`config.mk`:
```
export PLATFORM = sky130hd
export DESIGN_NAME = gamepad_input_event_generator_core
export DESIGN_NICKNAME = d
export VERILOG_FILES = /design/src/rtl/core/gie_pkg.sv /design/src/rtl/core/gie_front.sv /design/src/rtl/core/gie_queue.sv /design/src/rtl/core/gie_back.sv /design/src/rtl/core/gamepad_input_event_generator_core.sv
export SDC_FILE = /design/constraint.sdc
export NUM_CORES = 2
export LEC_CHECK = 0
export BUFFER_PORTS_ARGS = -buffer_cell sky130_fd_sc_hd__buf_2
export CAP_MARGIN = 20
export CORE_MARGIN = 8
export CORE_UTILIZATION = 30
export DETAILED_ROUTE_END_ITERATION = 10
export MAX_ROUTING_LAYER = met4
export PLACE_DENSITY = 0.53
export SYNTH_ARGS = -nofsm -noshare
export SYNTH_HDL_FRONTEND = slang
export SYNTH_SLANG_ARGS = --single-unit
```
`constraint.sdc`:
```
create_clock -name clock -period 12.95 [get_ports clock]
set_clock_uncertainty 0.15 [all_clocks]
set_input_delay 0 -clock clock [delete_from_list [all_inputs] [get_ports clock]]
set_output_delay 0 -clock clock [all_outputs]
set_load 0.005 [all_outputs]
```
`src/rtl/core/gie_pkg.sv`:
```
// Package with the shared types, constants and code tables of the gamepad event generator.
`default_nettype none
package gie_pkg;

   localparam int SCANNED_BUTTONS = 21;
   localparam int QUEUE_DEPTH     = 2;

   localparam logic [2:0] KIND_DOWN     = 3'd0;
   localparam logic [2:0] KIND_UP       = 3'd1;
   localparam logic [2:0] KIND_REPEATED = 3'd2;
   localparam logic [2:0] KIND_TRIGGER  = 3'd3;
   localparam logic [2:0] KIND_STICK    = 3'd4;

   localparam logic [4:0] CODE_NONE   = 5'd31;
   localparam logic [4:0] CODE_LTRIG  = 5'd23;
   localparam logic [4:0] CODE_RTRIG  = 5'd22;
   localparam logic [4:0] CODE_LSTICK = 5'd6;
   localparam logic [4:0] CODE_RSTICK = 5'd7;

   localparam logic [2:0] CSR_TRIG_DOWN   = 3'd0;
   localparam logic [2:0] CSR_TRIG_DELTA  = 3'd1;
   localparam logic [2:0] CSR_STICK_DOWN  = 3'd2;
   localparam logic [2:0] CSR_STICK_DELTA = 3'd3;
   localparam logic [2:0] CSR_RPT_FIRST   = 3'd4;
   localparam logic [2:0] CSR_RPT_PERIOD  = 3'd5;

   localparam logic [7:0]  TRIG_RELEASE = 8'd13;
   localparam logic [32:0] STICK_REL2   = 33'd24157225;
   localparam logic [19:0] TIMER_MAX    = 20'hFFFFF;

   localparam logic [1:0] DIR_UP    = 2'd0;
   localparam logic [1:0] DIR_DOWN  = 2'd1;
   localparam logic [1:0] DIR_RIGHT = 2'd2;
   localparam logic [1:0] DIR_LEFT  = 2'd3;

   typedef struct packed {
      logic [20:0]        buttons;
      logic [7:0]         ltrig;
      logic [7:0]         rtrig;
      logic signed [15:0] lx;
      logic signed [15:0] ly;
      logic signed [15:0] rx;
      logic signed [15:0] ry;
      logic [15:0]        elapsed;
   } snap_type;

   typedef struct packed {
      logic [2:0]         kind;
      logic [4:0]         code;
      logic [7:0]         trig;
      logic signed [15:0] sx;
      logic signed [15:0] sy;
   } event_type;

   typedef struct packed {
      logic [7:0]  trig_down;
      logic [7:0]  trig_delta;
      logic [14:0] stick_down;
      logic [14:0] stick_delta;
      logic [15:0] rpt_first;
      logic [15:0] rpt_period;
   } cfg_type;

   typedef struct packed {
      logic busy;
      logic pend_valid;
   } back_status_type;

   typedef enum logic [2:0] {
      PH_BTN, PH_TRIG, PH_STK_MUL, PH_STK_SUM, PH_STK, PH_RPT, PH_FIN
   } phase_type;

   typedef enum logic [1:0] {
      SB_DECIDE, SB_DOWN, SB_REPEAT, SB_MOVE
   } sub_type;

   function automatic logic [4:0] dir_code(input logic right, input logic [1:0] dir);
      logic [4:0] code;
      code = 5'd21;
      if (right) begin
         code = 5'd24 + {3'd0, dir};
      end else begin
         unique case (dir)
            DIR_UP:    code = 5'd28;
            DIR_DOWN:  code = 5'd29;
            DIR_RIGHT: code = 5'd30;
            DIR_LEFT:  code = 5'd21;
            default:   code = 5'd21;
         endcase
      end
      return code;
   endfunction

endpackage
`default_nettype wire

```
`src/rtl/core/gie_front.sv`:
```
// Front end: takes requests, unpacks them and drops snapshots from a disconnected pad.
`default_nettype none
module gie_front (
   input  wire logic              clock,
   input  wire logic              reset,
   input  wire logic              req_tvalid,
   output logic                   req_tready,
   input  wire logic [119:0]      req_tdata,
   input  wire logic              q_full,
   output logic                   q_push,
   output gie_pkg::snap_type      q_data
);
   import gie_pkg::*;

   logic connected;

   assign connected  = req_tdata[117];
   assign req_tready = !q_full;
   assign q_push     = req_tvalid && req_tready && connected;

   assign q_data.buttons = req_tdata[20:0];
   assign q_data.ltrig   = req_tdata[28:21];
   assign q_data.rtrig   = req_tdata[36:29];
   assign q_data.lx      = req_tdata[52:37];
   assign q_data.ly      = req_tdata[68:53];
   assign q_data.rx      = req_tdata[84:69];
   assign q_data.ry      = req_tdata[100:85];
   assign q_data.elapsed = req_tdata[116:101];
endmodule
`default_nettype wire

```
`src/rtl/core/gie_queue.sv`:
```
// Short queue of snapshots between the front end and the event sequencer.
`default_nettype none
module gie_queue (
   input  wire logic              clock,
   input  wire logic              reset,
   input  wire logic              push,
   input  wire gie_pkg::snap_type push_data,
   input  wire logic              pop,
   output logic                   full,
   output logic                   not_empty,
   output gie_pkg::snap_type      pop_data
);
   import gie_pkg::*;

   snap_type   entry_ff [QUEUE_DEPTH];
   logic       wr_ptr_ff, wr_ptr_in;
   logic       rd_ptr_ff, rd_ptr_in;
   logic [1:0] count_ff, count_in;

   assign full      = (count_ff == 2'(QUEUE_DEPTH));
   assign not_empty = (count_ff != 2'd0);
   assign pop_data  = entry_ff[rd_ptr_ff];

   always_comb begin
      wr_ptr_in = push ? !wr_ptr_ff : wr_ptr_ff;
      rd_ptr_in = pop ? !rd_ptr_ff : rd_ptr_ff;
      count_in  = count_ff + {1'b0, push} - {1'b0, pop};
   end

   always_ff @(posedge clock) begin
      if (reset) begin
         wr_ptr_ff <= 1'b0;
         rd_ptr_ff <= 1'b0;
         count_ff  <= 2'd0;
      end else begin
         wr_ptr_ff <= wr_ptr_in;
         rd_ptr_ff <= rd_ptr_in;
         count_ff  <= count_in;
      end
   end

   always_ff @(posedge clock) begin
      if (push) begin
         entry_ff[wr_ptr_ff] <= push_data;
      end
   end
endmodule
`default_nettype wire

```
`src/rtl/core/gie_back.sv`:
```
// Back end: walks one snapshot at a time through buttons, triggers, sticks and auto-repeat.
`default_nettype none
module gie_back (
   input  wire logic                     clock,
   input  wire logic                     reset,
   input  wire gie_pkg::cfg_type         cfg,
   input  wire logic                     q_not_empty,
   input  wire gie_pkg::snap_type        q_data,
   output logic                          q_pop,
   output logic                          rsp_valid,
   input  wire logic                     rsp_ready,
   output gie_pkg::event_type            rsp_event,
   output logic                          rsp_last,
   output gie_pkg::back_status_type      status
);
   import gie_pkg::*;

   phase_type          phase_ff, phase_in;
   sub_type            sub_ff, sub_in;
   logic               busy_ff, busy_in;
   logic [4:0]         idx_ff, idx_in;
   logic [2:0]         mcnt_ff, mcnt_in;
   snap_type           snap_ff, snap_in;

   logic [20:0]        prior_ff, prior_in;
   logic [1:0]         trig_held_ff, trig_held_in;
   logic [1:0]         stick_held_ff, stick_held_in;
   logic [1:0]         sector_ff [2];
   logic [1:0]         sector_in [2];
   logic [7:0]         trig_snap_ff [2];
   logic [7:0]         trig_snap_in [2];
   logic signed [15:0] stick_snap_ff [4];
   logic signed [15:0] stick_snap_in [4];
   logic [4:0]         held_button_ff, held_button_in;
   logic [19:0]        timer_ff, timer_in;
   logic [4:0]         rpt_code_ff, rpt_code_in;

   logic [31:0]        prod_ff [8];
   logic [32:0]        len2_ff, len2_in;
   logic [32:0]        d2_ff, d2_in;
   logic [32:0]        pp2_ff, pp2_in;
   logic [31:0]        down2_ff, down2_in;
   logic [31:0]        delta2_ff, delta2_in;
   logic [16:0]        fp_ff;
   logic [17:0]        fpp_ff;

   event_type          pend_ff, pend_in;
   logic               pend_valid_ff, pend_valid_in;
   event_type          out_ff, out_in;
   logic               out_last_ff, out_last_in;
   logic               out_valid_ff, out_valid_in;

   logic               out_free, adv, run, out_load;
   logic               gen_valid;
   event_type          gen_ev;
   logic               btn_next;

   logic               t;
   logic [7:0]         tcur, tprev, tdiff;
   logic               tmoved;
   logic [4:0]         tcode;
   logic               side;
   logic signed [15:0] sx, sy, px, py;
   logic signed [16:0] dx, dy, negx, y17, mop;
   logic signed [33:0] mprod;
   logic [1:0]         cdir, ssec;
   logic               sheld, curdown, smoved;
   logic [20:0]        tsum;

   assign out_free  = !out_valid_ff || rsp_ready;
   assign adv       = !pend_valid_ff || out_free;
   assign run       = busy_ff && adv;
   assign out_load  = run && pend_valid_ff && (gen_valid || (phase_ff == PH_FIN));
   assign q_pop     = !busy_ff && q_not_empty;

   assign rsp_valid = out_valid_ff;
   assign rsp_event = out_ff;
   assign rsp_last  = out_last_ff;
   assign status    = '{busy: busy_ff, pend_valid: pend_valid_ff};

   always_comb begin
      t      = idx_ff[0];
      tcur   = t ? snap_ff.rtrig : snap_ff.ltrig;
      tprev  = trig_snap_ff[t];
      tdiff  = (tprev > tcur) ? (tprev - tcur) : (tcur - tprev);
      tmoved = (tcur > cfg.trig_delta) ? (tdiff >= cfg.trig_delta) : (tprev > cfg.trig_delta);
      tcode  = t ? CODE_RTRIG : CODE_LTRIG;

      side   = idx_ff[0];
      sx     = side ? snap_ff.rx : snap_ff.lx;
      sy     = side ? snap_ff.ry : snap_ff.ly;
      px     = side ? stick_snap_ff[2] : stick_snap_ff[0];
      py     = side ? stick_snap_ff[3] : stick_snap_ff[1];
      dx     = {sx[15], sx} - {px[15], px};
      dy     = {sy[15], sy} - {py[15], py};
      negx   = -{sx[15], sx};
      y17    = {sy[15], sy};
      if (sy > sx) begin
         cdir = (y17 > negx) ? DIR_UP : DIR_LEFT;
      end else begin
         cdir = (y17 < negx) ? DIR_DOWN : DIR_RIGHT;
      end
      sheld   = stick_held_ff[side];
      ssec    = sector_ff[side];
      curdown = len2_ff > {1'b0, down2_ff};
      smoved  = (len2_ff > {1'b0, delta2_ff}) ? (d2_ff >= {1'b0, delta2_ff})
                                              : (pp2_ff > {1'b0, delta2_ff});

      unique case (mcnt_ff)
         3'd0:    mop = {sx[15], sx};
         3'd1:    mop = {sy[15], sy};
         3'd2:    mop = dx;
         3'd3:    mop = dy;
         3'd4:    mop = {px[15], px};
         3'd5:    mop = {py[15], py};
         3'd6:    mop = {2'b00, cfg.stick_down};
         3'd7:    mop = {2'b00, cfg.stick_delta};
         default: mop = '0;
      endcase
      mprod = mop * mop;
      tsum  = {1'b0, timer_ff} + {5'd0, snap_ff.elapsed};
   end

   always_comb begin
      phase_in       = phase_ff;
      sub_in         = sub_ff;
      busy_in        = busy_ff;
      idx_in         = idx_ff;
      mcnt_in        = mcnt_ff;
      snap_in        = snap_ff;
      prior_in       = prior_ff;
      trig_held_in   = trig_held_ff;
      stick_held_in  = stick_held_ff;
      sector_in      = sector_ff;
      trig_snap_in   = trig_snap_ff;
      stick_snap_in  = stick_snap_ff;
      held_button_in = held_button_ff;
      timer_in       = timer_ff;
      rpt_code_in    = rpt_code_ff;
      len2_in        = len2_ff;
      d2_in          = d2_ff;
      pp2_in         = pp2_ff;
      down2_in       = down2_ff;
      delta2_in      = delta2_ff;
      gen_valid      = 1'b0;
      gen_ev         = '0;
      btn_next       = 1'b0;

      if (q_pop) begin
         snap_in  = q_data;
         busy_in  = 1'b1;
         phase_in = PH_BTN;
         sub_in   = SB_DECIDE;
         idx_in   = 5'd0;
      end else if (run) begin
         unique case (phase_ff)
            PH_BTN: begin
               if (sub_ff == SB_REPEAT) begin
                  gen_valid = 1'b1;
                  gen_ev    = '{KIND_REPEATED, rpt_code_ff, 8'd0, 16'sd0, 16'sd0};
                  btn_next  = 1'b1;
               end else if (snap_ff.buttons[idx_ff] && !prior_ff[idx_ff]) begin
                  gen_valid      = 1'b1;
                  gen_ev         = '{KIND_DOWN, idx_ff, 8'd0, 16'sd0, 16'sd0};
                  held_button_in = idx_ff;
                  timer_in       = '0;
                  rpt_code_in    = idx_ff;
                  sub_in         = SB_REPEAT;
               end else begin
                  if (!snap_ff.buttons[idx_ff] && prior_ff[idx_ff]) begin
                     gen_valid      = 1'b1;
                     gen_ev         = '{KIND_UP, idx_ff, 8'd0, 16'sd0, 16'sd0};
                     held_button_in = CODE_NONE;
                  end
                  btn_next = 1'b1;
               end
            end
            PH_TRIG: begin
               unique case (sub_ff)
                  SB_DECIDE, SB_DOWN: begin
                     sub_in = SB_MOVE;
                     if (!trig_held_ff[t] && tcur > cfg.trig_down) begin
                        gen_valid       = 1'b1;
                        gen_ev          = '{KIND_DOWN, tcode, 8'd0, 16'sd0, 16'sd0};
                        trig_held_in[t] = 1'b1;
                        held_button_in  = tcode;
                        timer_in        = '0;
                        rpt_code_in     = tcode;
                        sub_in          = SB_REPEAT;
                     end else if (trig_held_ff[t] && tcur < TRIG_RELEASE) begin
                        gen_valid       = 1'b1;
                        gen_ev          = '{KIND_UP, tcode, 8'd0, 16'sd0, 16'sd0};
                        trig_held_in[t] = 1'b0;
                        held_button_in  = CODE_NONE;
                     end
                  end
                  SB_REPEAT: begin
                     gen_valid = 1'b1;
                     gen_ev    = '{KIND_REPEATED, rpt_code_ff, 8'd0, 16'sd0, 16'sd0};
                     sub_in    = SB_MOVE;
                  end
                  SB_MOVE: begin
                     if (tmoved) begin
                        gen_valid       = 1'b1;
                        gen_ev          = '{KIND_TRIGGER, tcode, tcur, 16'sd0, 16'sd0};
                        trig_snap_in[0] = snap_ff.ltrig;
                        trig_snap_in[1] = snap_ff.rtrig;
                     end
                     sub_in = SB_DECIDE;
                     idx_in = 5'd1;
                     if (t) begin
                        phase_in = PH_STK_MUL;
                        mcnt_in  = 3'd0;
                     end
                  end
                  default: sub_in = SB_DECIDE;
               endcase
            end
            PH_STK_MUL: begin
               mcnt_in = mcnt_ff + 3'd1;
               if (mcnt_ff == 3'd7) begin
                  phase_in = PH_STK_SUM;
               end
            end
            PH_STK_SUM: begin
               len2_in   = {1'b0, prod_ff[0]} + {1'b0, prod_ff[1]};
               d2_in     = {1'b0, prod_ff[2]} + {1'b0, prod_ff[3]};
               pp2_in    = {1'b0, prod_ff[4]} + {1'b0, prod_ff[5]};
               down2_in  = prod_ff[6];
               delta2_in = prod_ff[7];
               phase_in  = PH_STK;
               sub_in    = SB_DECIDE;
            end
            PH_STK: begin
               unique case (sub_ff)
                  SB_DECIDE: begin
                     sub_in = SB_MOVE;
                     if (!sheld && curdown) begin
                        sector_in[side]     = cdir;
                        stick_held_in[side] = 1'b1;
                        gen_valid           = 1'b1;
                        gen_ev = '{KIND_DOWN, dir_code(side, cdir), 8'd0, 16'sd0, 16'sd0};
                        held_button_in      = dir_code(side, cdir);
                        timer_in            = '0;
                        rpt_code_in         = dir_code(side, cdir);
                        sub_in              = SB_REPEAT;
                     end else if (sheld && len2_ff < STICK_REL2) begin
                        gen_valid           = 1'b1;
                        gen_ev = '{KIND_UP, dir_code(side, ssec), 8'd0, 16'sd0, 16'sd0};
                        stick_held_in[side] = 1'b0;
                        held_button_in      = CODE_NONE;
                     end else if (sheld && curdown && cdir != ssec) begin
                        gen_valid       = 1'b1;
                        gen_ev = '{KIND_UP, dir_code(side, ssec), 8'd0, 16'sd0, 16'sd0};
                        held_button_in  = CODE_NONE;
                        sector_in[side] = cdir;
                        sub_in          = SB_DOWN;
                     end
                  end
                  SB_DOWN: begin
                     gen_valid      = 1'b1;
                     gen_ev = '{KIND_DOWN, dir_code(side, ssec), 8'd0, 16'sd0, 16'sd0};
                     held_button_in = dir_code(side, ssec);
                     timer_in       = '0;
                     rpt_code_in    = dir_code(side, ssec);
                     sub_in         = SB_REPEAT;
                  end
                  SB_REPEAT: begin
                     gen_valid = 1'b1;
                     gen_ev    = '{KIND_REPEATED, rpt_code_ff, 8'd0, 16'sd0, 16'sd0};
                     sub_in    = SB_MOVE;
                  end
                  SB_MOVE: begin
                     if (smoved) begin
                        gen_valid = 1'b1;
                        gen_ev = '{KIND_STICK, side ? CODE_RSTICK : CODE_LSTICK, 8'd0, sx, sy};
                        stick_snap_in[0] = snap_ff.lx;
                        stick_snap_in[1] = snap_ff.ly;
                        stick_snap_in[2] = snap_ff.rx;
                        stick_snap_in[3] = snap_ff.ry;
                     end
                     sub_in = SB_DECIDE;
                     if (side) begin
                        idx_in   = 5'd0;
                        mcnt_in  = 3'd0;
                        phase_in = PH_STK_MUL;
                     end else begin
                        phase_in = PH_RPT;
                     end
                  end
                  default: sub_in = SB_DECIDE;
               endcase
            end
            PH_RPT: begin
               if (sub_ff == SB_DECIDE) begin
                  timer_in = tsum[20] ? TIMER_MAX : tsum[19:0];
                  sub_in   = SB_MOVE;
               end else begin
                  if (timer_ff >= {4'd0, cfg.rpt_first} && held_button_ff != CODE_NONE &&
                      (timer_ff < {3'd0, fp_ff} || timer_ff > {2'd0, fpp_ff})) begin
                     gen_valid = 1'b1;
                     gen_ev    = '{KIND_REPEATED, held_button_ff, 8'd0, 16'sd0, 16'sd0};
                     timer_in  = {3'd0, fp_ff};
                  end
                  phase_in = PH_FIN;
               end
            end
            PH_FIN: begin
               busy_in = 1'b0;
            end
            default: phase_in = PH_FIN;
         endcase

         if (btn_next) begin
            sub_in = SB_DECIDE;
            if (idx_ff == 5'(SCANNED_BUTTONS - 1)) begin
               prior_in = snap_ff.buttons;
               phase_in = PH_TRIG;
               idx_in   = 5'd0;
            end else begin
               idx_in = idx_ff + 5'd1;
            end
         end
      end
   end

   always_comb begin
      pend_in       = pend_ff;
      pend_valid_in = pend_valid_ff;
      if (run && gen_valid) begin
         pend_in       = gen_ev;
         pend_valid_in = 1'b1;
      end else if (run && phase_ff == PH_FIN) begin
         pend_valid_in = 1'b0;
      end
      out_in       = out_load ? pend_ff : out_ff;
      out_last_in  = out_load ? (phase_ff == PH_FIN) : out_last_ff;
      out_valid_in = out_load ? 1'b1 : (rsp_ready ? 1'b0 : out_valid_ff);
   end

   always_ff @(posedge clock) begin
      if (reset) begin
         phase_ff       <= PH_FIN;
         sub_ff         <= SB_DECIDE;
         busy_ff        <= 1'b0;
         pend_valid_ff  <= 1'b0;
         out_valid_ff   <= 1'b0;
         prior_ff       <= '0;
         trig_held_ff   <= '0;
         stick_held_ff  <= '0;
         sector_ff      <= '{default: 2'd0};
         trig_snap_ff   <= '{default: 8'd0};
         stick_snap_ff  <= '{default: 16'sd0};
         held_button_ff <= CODE_NONE;
         timer_ff       <= '0;
      end else begin
         phase_ff       <= phase_in;
         sub_ff         <= sub_in;
         busy_ff        <= busy_in;
         pend_valid_ff  <= pend_valid_in;
         out_valid_ff   <= out_valid_in;
         prior_ff       <= prior_in;
         trig_held_ff   <= trig_held_in;
         stick_held_ff  <= stick_held_in;
         sector_ff      <= sector_in;
         trig_snap_ff   <= trig_snap_in;
         stick_snap_ff  <= stick_snap_in;
         held_button_ff <= held_button_in;
         timer_ff       <= timer_in;
      end
   end

   always_ff @(posedge clock) begin
      idx_ff      <= idx_in;
      mcnt_ff     <= mcnt_in;
      snap_ff     <= snap_in;
      rpt_code_ff <= rpt_code_in;
      len2_ff     <= len2_in;
      d2_ff       <= d2_in;
      pp2_ff      <= pp2_in;
      down2_ff    <= down2_in;
      delta2_ff   <= delta2_in;
      pend_ff     <= pend_in;
      out_ff      <= out_in;
      out_last_ff <= out_last_in;
      fp_ff       <= {1'b0, cfg.rpt_first} + {1'b0, cfg.rpt_period};
      fpp_ff      <= {1'b0, fp_ff} + {2'b00, cfg.rpt_period};
      if (run && phase_ff == PH_STK_MUL) begin
         prod_ff[mcnt_ff] <= mprod[31:0];
      end
   end
endmodule
`default_nettype wire

```
`src/rtl/core/gamepad_input_event_generator_core.sv`:
```
// Top level of the gamepad event generator: register file, front end, queue and sequencer.
// A request waits in the queue until the sequencer is free. Each event is held pending
// until the sequencer forms the next one, then goes to the output register; the last one
// goes at the closing step. Per snapshot: a fetch step, 21 button, 4 trigger and 2 x 11
// stick steps (eight shared-multiplier squarings each), 3 closing steps, one per repeat
// after a down and per direction change. Reset: synchronous, spares the data registers.
`default_nettype none
module gamepad_input_event_generator_core (
   input  wire logic         clock,
   input  wire logic         reset,
   input  wire logic         req_tvalid,
   output logic              req_tready,
   // button_bits[20:0], left_trigger[28:21], right_trigger[36:29], left_x[52:37],
   // left_y[68:53], right_x[84:69], right_y[100:85], elapsed_ms[116:101], connected[117]
   input  wire logic [119:0] req_tdata,
   output logic              rsp_tvalid,
   input  wire logic         rsp_tready,
   // button_code[4:0], trigger_value[12:5], stick_x[28:13], stick_y[44:29]
   output logic [47:0]       rsp_tdata,
   // event_kind[2:0]
   output logic [2:0]        rsp_tuser,
   output logic              rsp_tlast,
   input  wire logic         csr_valid,
   output logic              csr_ready,
   input  wire logic [2:0]   csr_index,
   input  wire logic [15:0]  csr_data
);
   import gie_pkg::*;

   cfg_type         cfg_ff, cfg_in;
   logic            q_full, q_push, q_pop, q_not_empty;
   snap_type        q_in_data, q_out_data;
   event_type       rsp_event;
   back_status_type status;

   assign csr_ready = 1'b1;

   always_comb begin
      cfg_in = cfg_ff;
      if (csr_valid) begin
         unique case (csr_index)
            CSR_TRIG_DOWN:   cfg_in.trig_down   = csr_data[7:0];
            CSR_TRIG_DELTA:  cfg_in.trig_delta  = csr_data[7:0];
            CSR_STICK_DOWN:  cfg_in.stick_down  = csr_data[14:0];
            CSR_STICK_DELTA: cfg_in.stick_delta = csr_data[14:0];
            CSR_RPT_FIRST:   cfg_in.rpt_first   = csr_data;
            CSR_RPT_PERIOD:  cfg_in.rpt_period  = csr_data;
            default:         cfg_in = cfg_ff;
         endcase
      end
   end

   always_ff @(posedge clock) begin
      if (reset) begin
         cfg_ff <= '{trig_down: 8'd128, trig_delta: 8'd38, stick_down: 15'd16384,
                     stick_delta: 15'd4915, rpt_first: 16'd500, rpt_period: 16'd50};
      end else begin
         cfg_ff <= cfg_in;
      end
   end

   gie_front u_front (
      .clock      (clock),
      .reset      (reset),
      .req_tvalid (req_tvalid),
      .req_tready (req_tready),
      .req_tdata  (req_tdata),
      .q_full     (q_full),
      .q_push     (q_push),
      .q_data     (q_in_data)
   );

   gie_queue u_queue (
      .clock     (clock),
      .reset     (reset),
      .push      (q_push),
      .push_data (q_in_data),
      .pop       (q_pop),
      .full      (q_full),
      .not_empty (q_not_empty),
      .pop_data  (q_out_data)
   );

   gie_back u_back (
      .clock       (clock),
      .reset       (reset),
      .cfg         (cfg_ff),
      .q_not_empty (q_not_empty),
      .q_data      (q_out_data),
      .q_pop       (q_pop),
      .rsp_valid   (rsp_tvalid),
      .rsp_ready   (rsp_tready),
      .rsp_event   (rsp_event),
      .rsp_last    (rsp_tlast),
      .status      (status)
   );

   assign rsp_tdata = {3'd0, rsp_event.sy, rsp_event.sx, rsp_event.trig, rsp_event.code};
   assign rsp_tuser = rsp_event.kind;

   assert property (@(posedge clock) disable iff (reset) !status.busy |-> !status.pend_valid)
      else $error("event left pending after the sequencer went idle");
   assert property (@(posedge clock) disable iff (reset) q_pop |-> !status.busy)
      else $error("snapshot taken while another is in progress");
   assert property (@(posedge clock) disable iff (reset)
      rsp_tvalid && rsp_tuser == KIND_TRIGGER |-> rsp_tdata[4:0] == CODE_LTRIG ||
                                                  rsp_tdata[4:0] == CODE_RTRIG)
      else $error("trigger event carries a foreign code");
endmodule
`default_nettype wire
```
======== After elaboration in Yosys (flattened, before gate mapping) ========
Memories as Yosys holds them, arrays and structs flattened. A register that Yosys moved wholly into a read port is not among the register bits.
Index checks and enable logic that the tools add are counted.
cells by class
  eq/ne operators ......................... 50
  bitwise gates (word level) .............. 8
  $add $sub $neg .......................... 17
  muxes and demuxes ....................... 151
  multiply operators ...................... 1
  reductions and logical operators ........ 81
  order comparisons ....................... 22
operators by type and width
  operator              count
  $pmux 48 s4           2
  $mux 48               7
  $mux 20               8
  $pmux 48 s3           1
  $mux 46               3
  $pmux 17 s8           1
  $mux 5                21
  $add 32x32->33        3
  $gt 33x32->1          3
  $mux 47               2
  $pmux 20 s4           1
  $mux 16               4
  $mux 1                42
  $mux 8                5
  $pmux 20 s2           1
  $pmux 5 s4            2
  $mux 2                18
  $mux 3                12
  $reduce_and 5->1      7
  $sub 16x16->17        2
  $ge 33x32->1          1
  $lt 33x25->1 const B  1
  $gt 8x8->1            4
  $mul 17x17->32        1
  other kinds (72)      178
storage, ports and cells
  bits in writable memories ............... 490
  logic and storage cells ................. 380
  register bits after elaboration ......... 468
  output and inout bits ................... 55
  memories kept ........................... 2
memories
  name              depth  width  rd ports  clocked after Yosys merged registers in  write ports  RTL line         text
  u_back.prod_ff    8      32     8         2                                        1            gie_back.sv:38   logic [31:0] prod_ff [8];
  u_queue.entry_ff  2      117    1         1                                        1            gie_queue.sv:15  snap_type entry_ff [QUEUE_DEPTH];

======== Depth between registers and ports, before layout ========
  depth after elaboration ................. 17
  depth in mapped cells ................... 41

======== Modules after synthesis ========
Synthesis repeated with hierarchy kept, for this count alone.
second synthesis, totals
  cell total of the unflattened synthesis .. 5577
  area total of the unflattened synthesis .. 65163.7 sq um
by module, submodules not included
  module                              instances  area an instance (sq um)  cells an instance
  gie_back                            1          52364.0                   4777
  gie_queue                           1          8772.2                    385
  gamepad_input_event_generator_core  1          3136.8                    296
  gie_front                           1          890.9                     119

======== Least setup slack after synthesis ========
No wires, ideal clock.
  kind .................................... register to register
  start ................................... register u_back.idx_ff[0]
  end ..................................... memory u_back.prod_ff[0][30] (data pin)
  data arrival time ....................... 10.165 ns
  required time ........................... 12.479 ns
  period minus slack after synthesis ...... 10.636 ns
  setup slack ............................. 2.314 ns
  cell stages (with the launch flop) ...... 37
  buffers on the path ..................... 6
  cell sequence ........................... dfxtp_1 clkbuf_1 buf_2 buf_2 buf_2 buf_2 mux2i_1 inv_1 ha_1 nor2b_1 o2111ai_1 nand4_1 a311oi_1 o21bai_1 a2111oi_0 nor2_1 xnor2_1 o221ai_1 clkbuf_1 nand2_1 fa_1 inv_1 fa_1 fa_1 fa_1 fa_1 inv_1 fa_1 inv_1 ha_1 a21o_1 a21o_1 a21o_1 a21o_1 a21oi_1 o21ai_0 o311ai_0
between the ends
  cells in the longest elaborated chain, start to end .. 4
ends and longest elaborated chain
  element                                   RTL line                        text
  from (decl)                               gie_back.sv:21                  logic [4:0] idx_ff, idx_in;
  from (signal assigned)                    gie_back.sv:374                 idx_ff <= idx_in;
  $mux 16, on equally long branches         n/a
  $sub 16x16->17, on equally long branches  gie_back.sv:95, gie_back.sv:94
  $pmux 17 s8 *                             gie_back.sv:109                 unique case (mcnt_ff)
  $mul 17x17->32 *                          gie_back.sv:120                 mprod = mop * mop;
  named net u_back.mprod[30]                gie_back.sv:65                  logic signed [33:0] mprod;
  to (decl)                                 gie_back.sv:38
The timed path passes the listed nets; every way through them passes the cells marked *.

======== Final worst setup path ========
  start ................................... register u_back.idx_ff[0]
  end ..................................... memory u_back.prod_ff[5][31] (data pin)
The elaborated chain is that of the path after synthesis.

==> run metrics <==
FF+latch area=31300 um^2; clk slew on worst S/H paths=0.06 ns; post-synth top area share=0.408; Post-synth EDFFs=865; pin count of the biggest net entering global routing=81; I/O pin cnt=199; Final Cycle Share=0.866; Synth Flop Type=edfxtp_1; relative slew slack=0.259; Fin Setup TNS=0 ns; Max Cap Viol=0; Slew Viols, Final=0; Vias=42706; DP HPWL=123 mm; core area=212000 um^2; fillers=20758; TritonCTS Buffers=130; CP Max Fanout=43; Syn Area/Cell=11.5 um^2; routed wire length=165 mm; GRT Util Overall=0.145; 1st-iter DRT viols=2584; multi-input logic area=29700 um^2; Nets=7018; Setup-failing EPs final=0; fraction of layout cells with a size suffix above 1=0.105; Final Hold Fails=0; RSZ-0062 raised after global routing=false; largest area contributor in the netlist=edfxtp_1; CTS tree=yes; Mapped Cells=5538; CTS H-tree lvls=4; gpl congestion=0.900; DRT Pass-1 Iters=7; DR vias/cell=4.74; Area contributors post-synth=edfxtp_1 41%, ha_1 10%, fa_1 8.4%, dfxtp_1 8.3%, inv_1 3.5%; Worst setup SP type=flop; Arr. time, crit path=11.51 ns; final antenna-violating net count=0; slew of the pin with the lowest slew margin=1.11 ns; #FFs+latches synth=1129; Distinct cells, synth=83; area grow syn2layout=18.3%; Synthesis Warnings=0; Seq/Total Area, Yosys=0.491; TritonCTS Sinks=1129; worst min-delay path class=input pin to flop; Worst Path Class, Setup=flop to flop; die height=477 um; Cell Area, Synth=63700 um^2; CP required=13.25 ns; Cell Rows=169; CP Capture Type=flop; detailed-route DRC error count=0; status=finished, final reports clean; Fin Hold WS=0.0785 ns; Clock Latency Late Sink=0.78 ns; Max Clk Rate=89.2 MHz; Die ar.=227000 um^2; Crit-path slowest cell=dfxtp_4; wire per inst=18.3 um; vias in the first global route=43373; ys async rst share=0; initial cell density of the core=0.301; antenna violations before repair=9; Max Root-Sink Buffers=3; IO buf count=192; clock period minus worst slack=11.21 ns; CTS root buf=clkbuf_16; Worst path max stage delay=0.82 ns; GRT overflow=0; DIE WIDTH=477 um; first-pass GRT wire length=254 mm
==> synth_stat cells (50+ instances only) <==
cell type / count
a21o_1: 90
nand3_1: 75
nand2_1: 511
dfxtp_1: 264
fa_1: 268
inv_1: 589
a21oi_1: 322
xnor2_1: 164
mux2i_1: 156
o21ai_0: 199
edfxtp_1: 865
and2_1: 50
ha_1: 527
clkbuf_1: 120
nor3_1: 65
nor2_1: 392
mux2_2: 135
nand4_1: 54
nor2b_1: 53
==> logic make-up (layout without fill, tap and decap cells) <==
family | count (synthesis) | in the layout | share of synthesized area
muxes | 303 | 303 | 0.0526
AOI/OAI and AO/OA | 985 | 985 | 0.0978
and+or+nand+nor | 1369 | 1369 | 0.0973
adders and majority gates | 795 | 795 | 0.188
DFF | 1129 | 1129 | 0.491
buffers and inverters | 746 | 1392 | 0.0452
other | 2 | 15 | 0.000118
xor gates and xnor gates | 209 | 209 | 0.0287
==> final timing paths <==
path	cells after the start	to	from	slack [ns]
worst max register to register	33	u_back.prod_ff[5][31]	u_back.idx_ff[0]	1.74
worst min register to register	0	u_back.delta2_ff[21]	u_back.prod_ff[7][21]	0.26
worst max-delay path	33	u_back.prod_ff[5][31]	u_back.idx_ff[0]	1.74
worst min-delay path	5	cfg_ff[49]	csr_index[0]	0.08
==> layer usage <==
metal  routed length [um]  global-route usage  vias up  part of all wire
met5                    0                   -        -                 0
met4                 4250              0.0398        0             0.026
met3                 6730              0.0210      248             0.041
met2                77300               0.234      900              0.47
met1                77000               0.191    20815              0.47
li1                     -                   -    20743                 -
==> cells in the final DEF, fill, tap and decap left out, types with 191 or more instances in the layout <==
cell           count
edfxtp_1         865
inv_1            587
ha_1             527
nand2_1          511
nor2_1           386
a21oi_1          321
dlygate4sd3_1    292
fa_1             268
dfxtp_1          262
o21ai_0          198
buf_2            191
==> stage by stage <==
stage	std cells	setup WS [ns]	utilization	instance area, um^2
floorplan	5540	2.31	-	63700
global placement	8472	1.74	0.322	68200
detailed placement	8475	1.61	0.322	68200
CTS	9006	1.58	0.356	75300
global route	9016	0.803	0.356	75400
finish	9018	1.74	0.356	75400
==> cell type report <==
| type | instances | share of cell area |
|---|---|---|
| repair buffers | 557 | 0.0589 |
| multi-input cells | 3665 | 0.394 |
| clock inverters | 70 | 0.00933 |
| well taps | 2821 | 0.0468 |
| inverters | 596 | 0.0297 |
| clock buffers | 169 | 0.0464 |
| diodes | 11 | 0.000365 |
| flip-flops and latches | 1129 | 0.415 |
==> what timing repair did <==
action | CTS | global route
buffers inserted | 0 | 0
resized for setup | 0 | 0
endpoints found under the hold margin | 470 | 0
hold buffers | 292 | 0
==> flip-flops by register name, summed over array words and instances, names as in the netlist, 20 cells and up, named ones only <==
signal and flops:
u_back.pp2_ff 33, u_back.delta2_ff 31, u_back.snap_ff 117, u_back.prior_ff 21
u_back.d2_ff 33, cfg_ff 78, u_back.prod_ff 248, u_back.rsp_event 48
u_back.len2_ff 33, u_back.stick_snap_ff 64, u_back.timer_ff 20, u_back.down2_ff 31
u_queue.entry_ff 234, u_back.pend_ff 48
==> worst max-delay path, delay by kind of cell (launching register included) <==
family / cells / cell delay (ns)
xor gates and xnor gates: 2 / 0.81
and+or+nand+nor: 2 / 0.41
adders and majority gates: 8 / 3.85
buffers and inverters: 6 / 0.43
DFF: 1 / 0.82
AOI/OAI and AO/OA: 14 / 3.68
muxes: 1 / 0.63
Power is not shown: default switching activity piles up to over one toggle a cycle in this logic, so the estimate is an artifact.
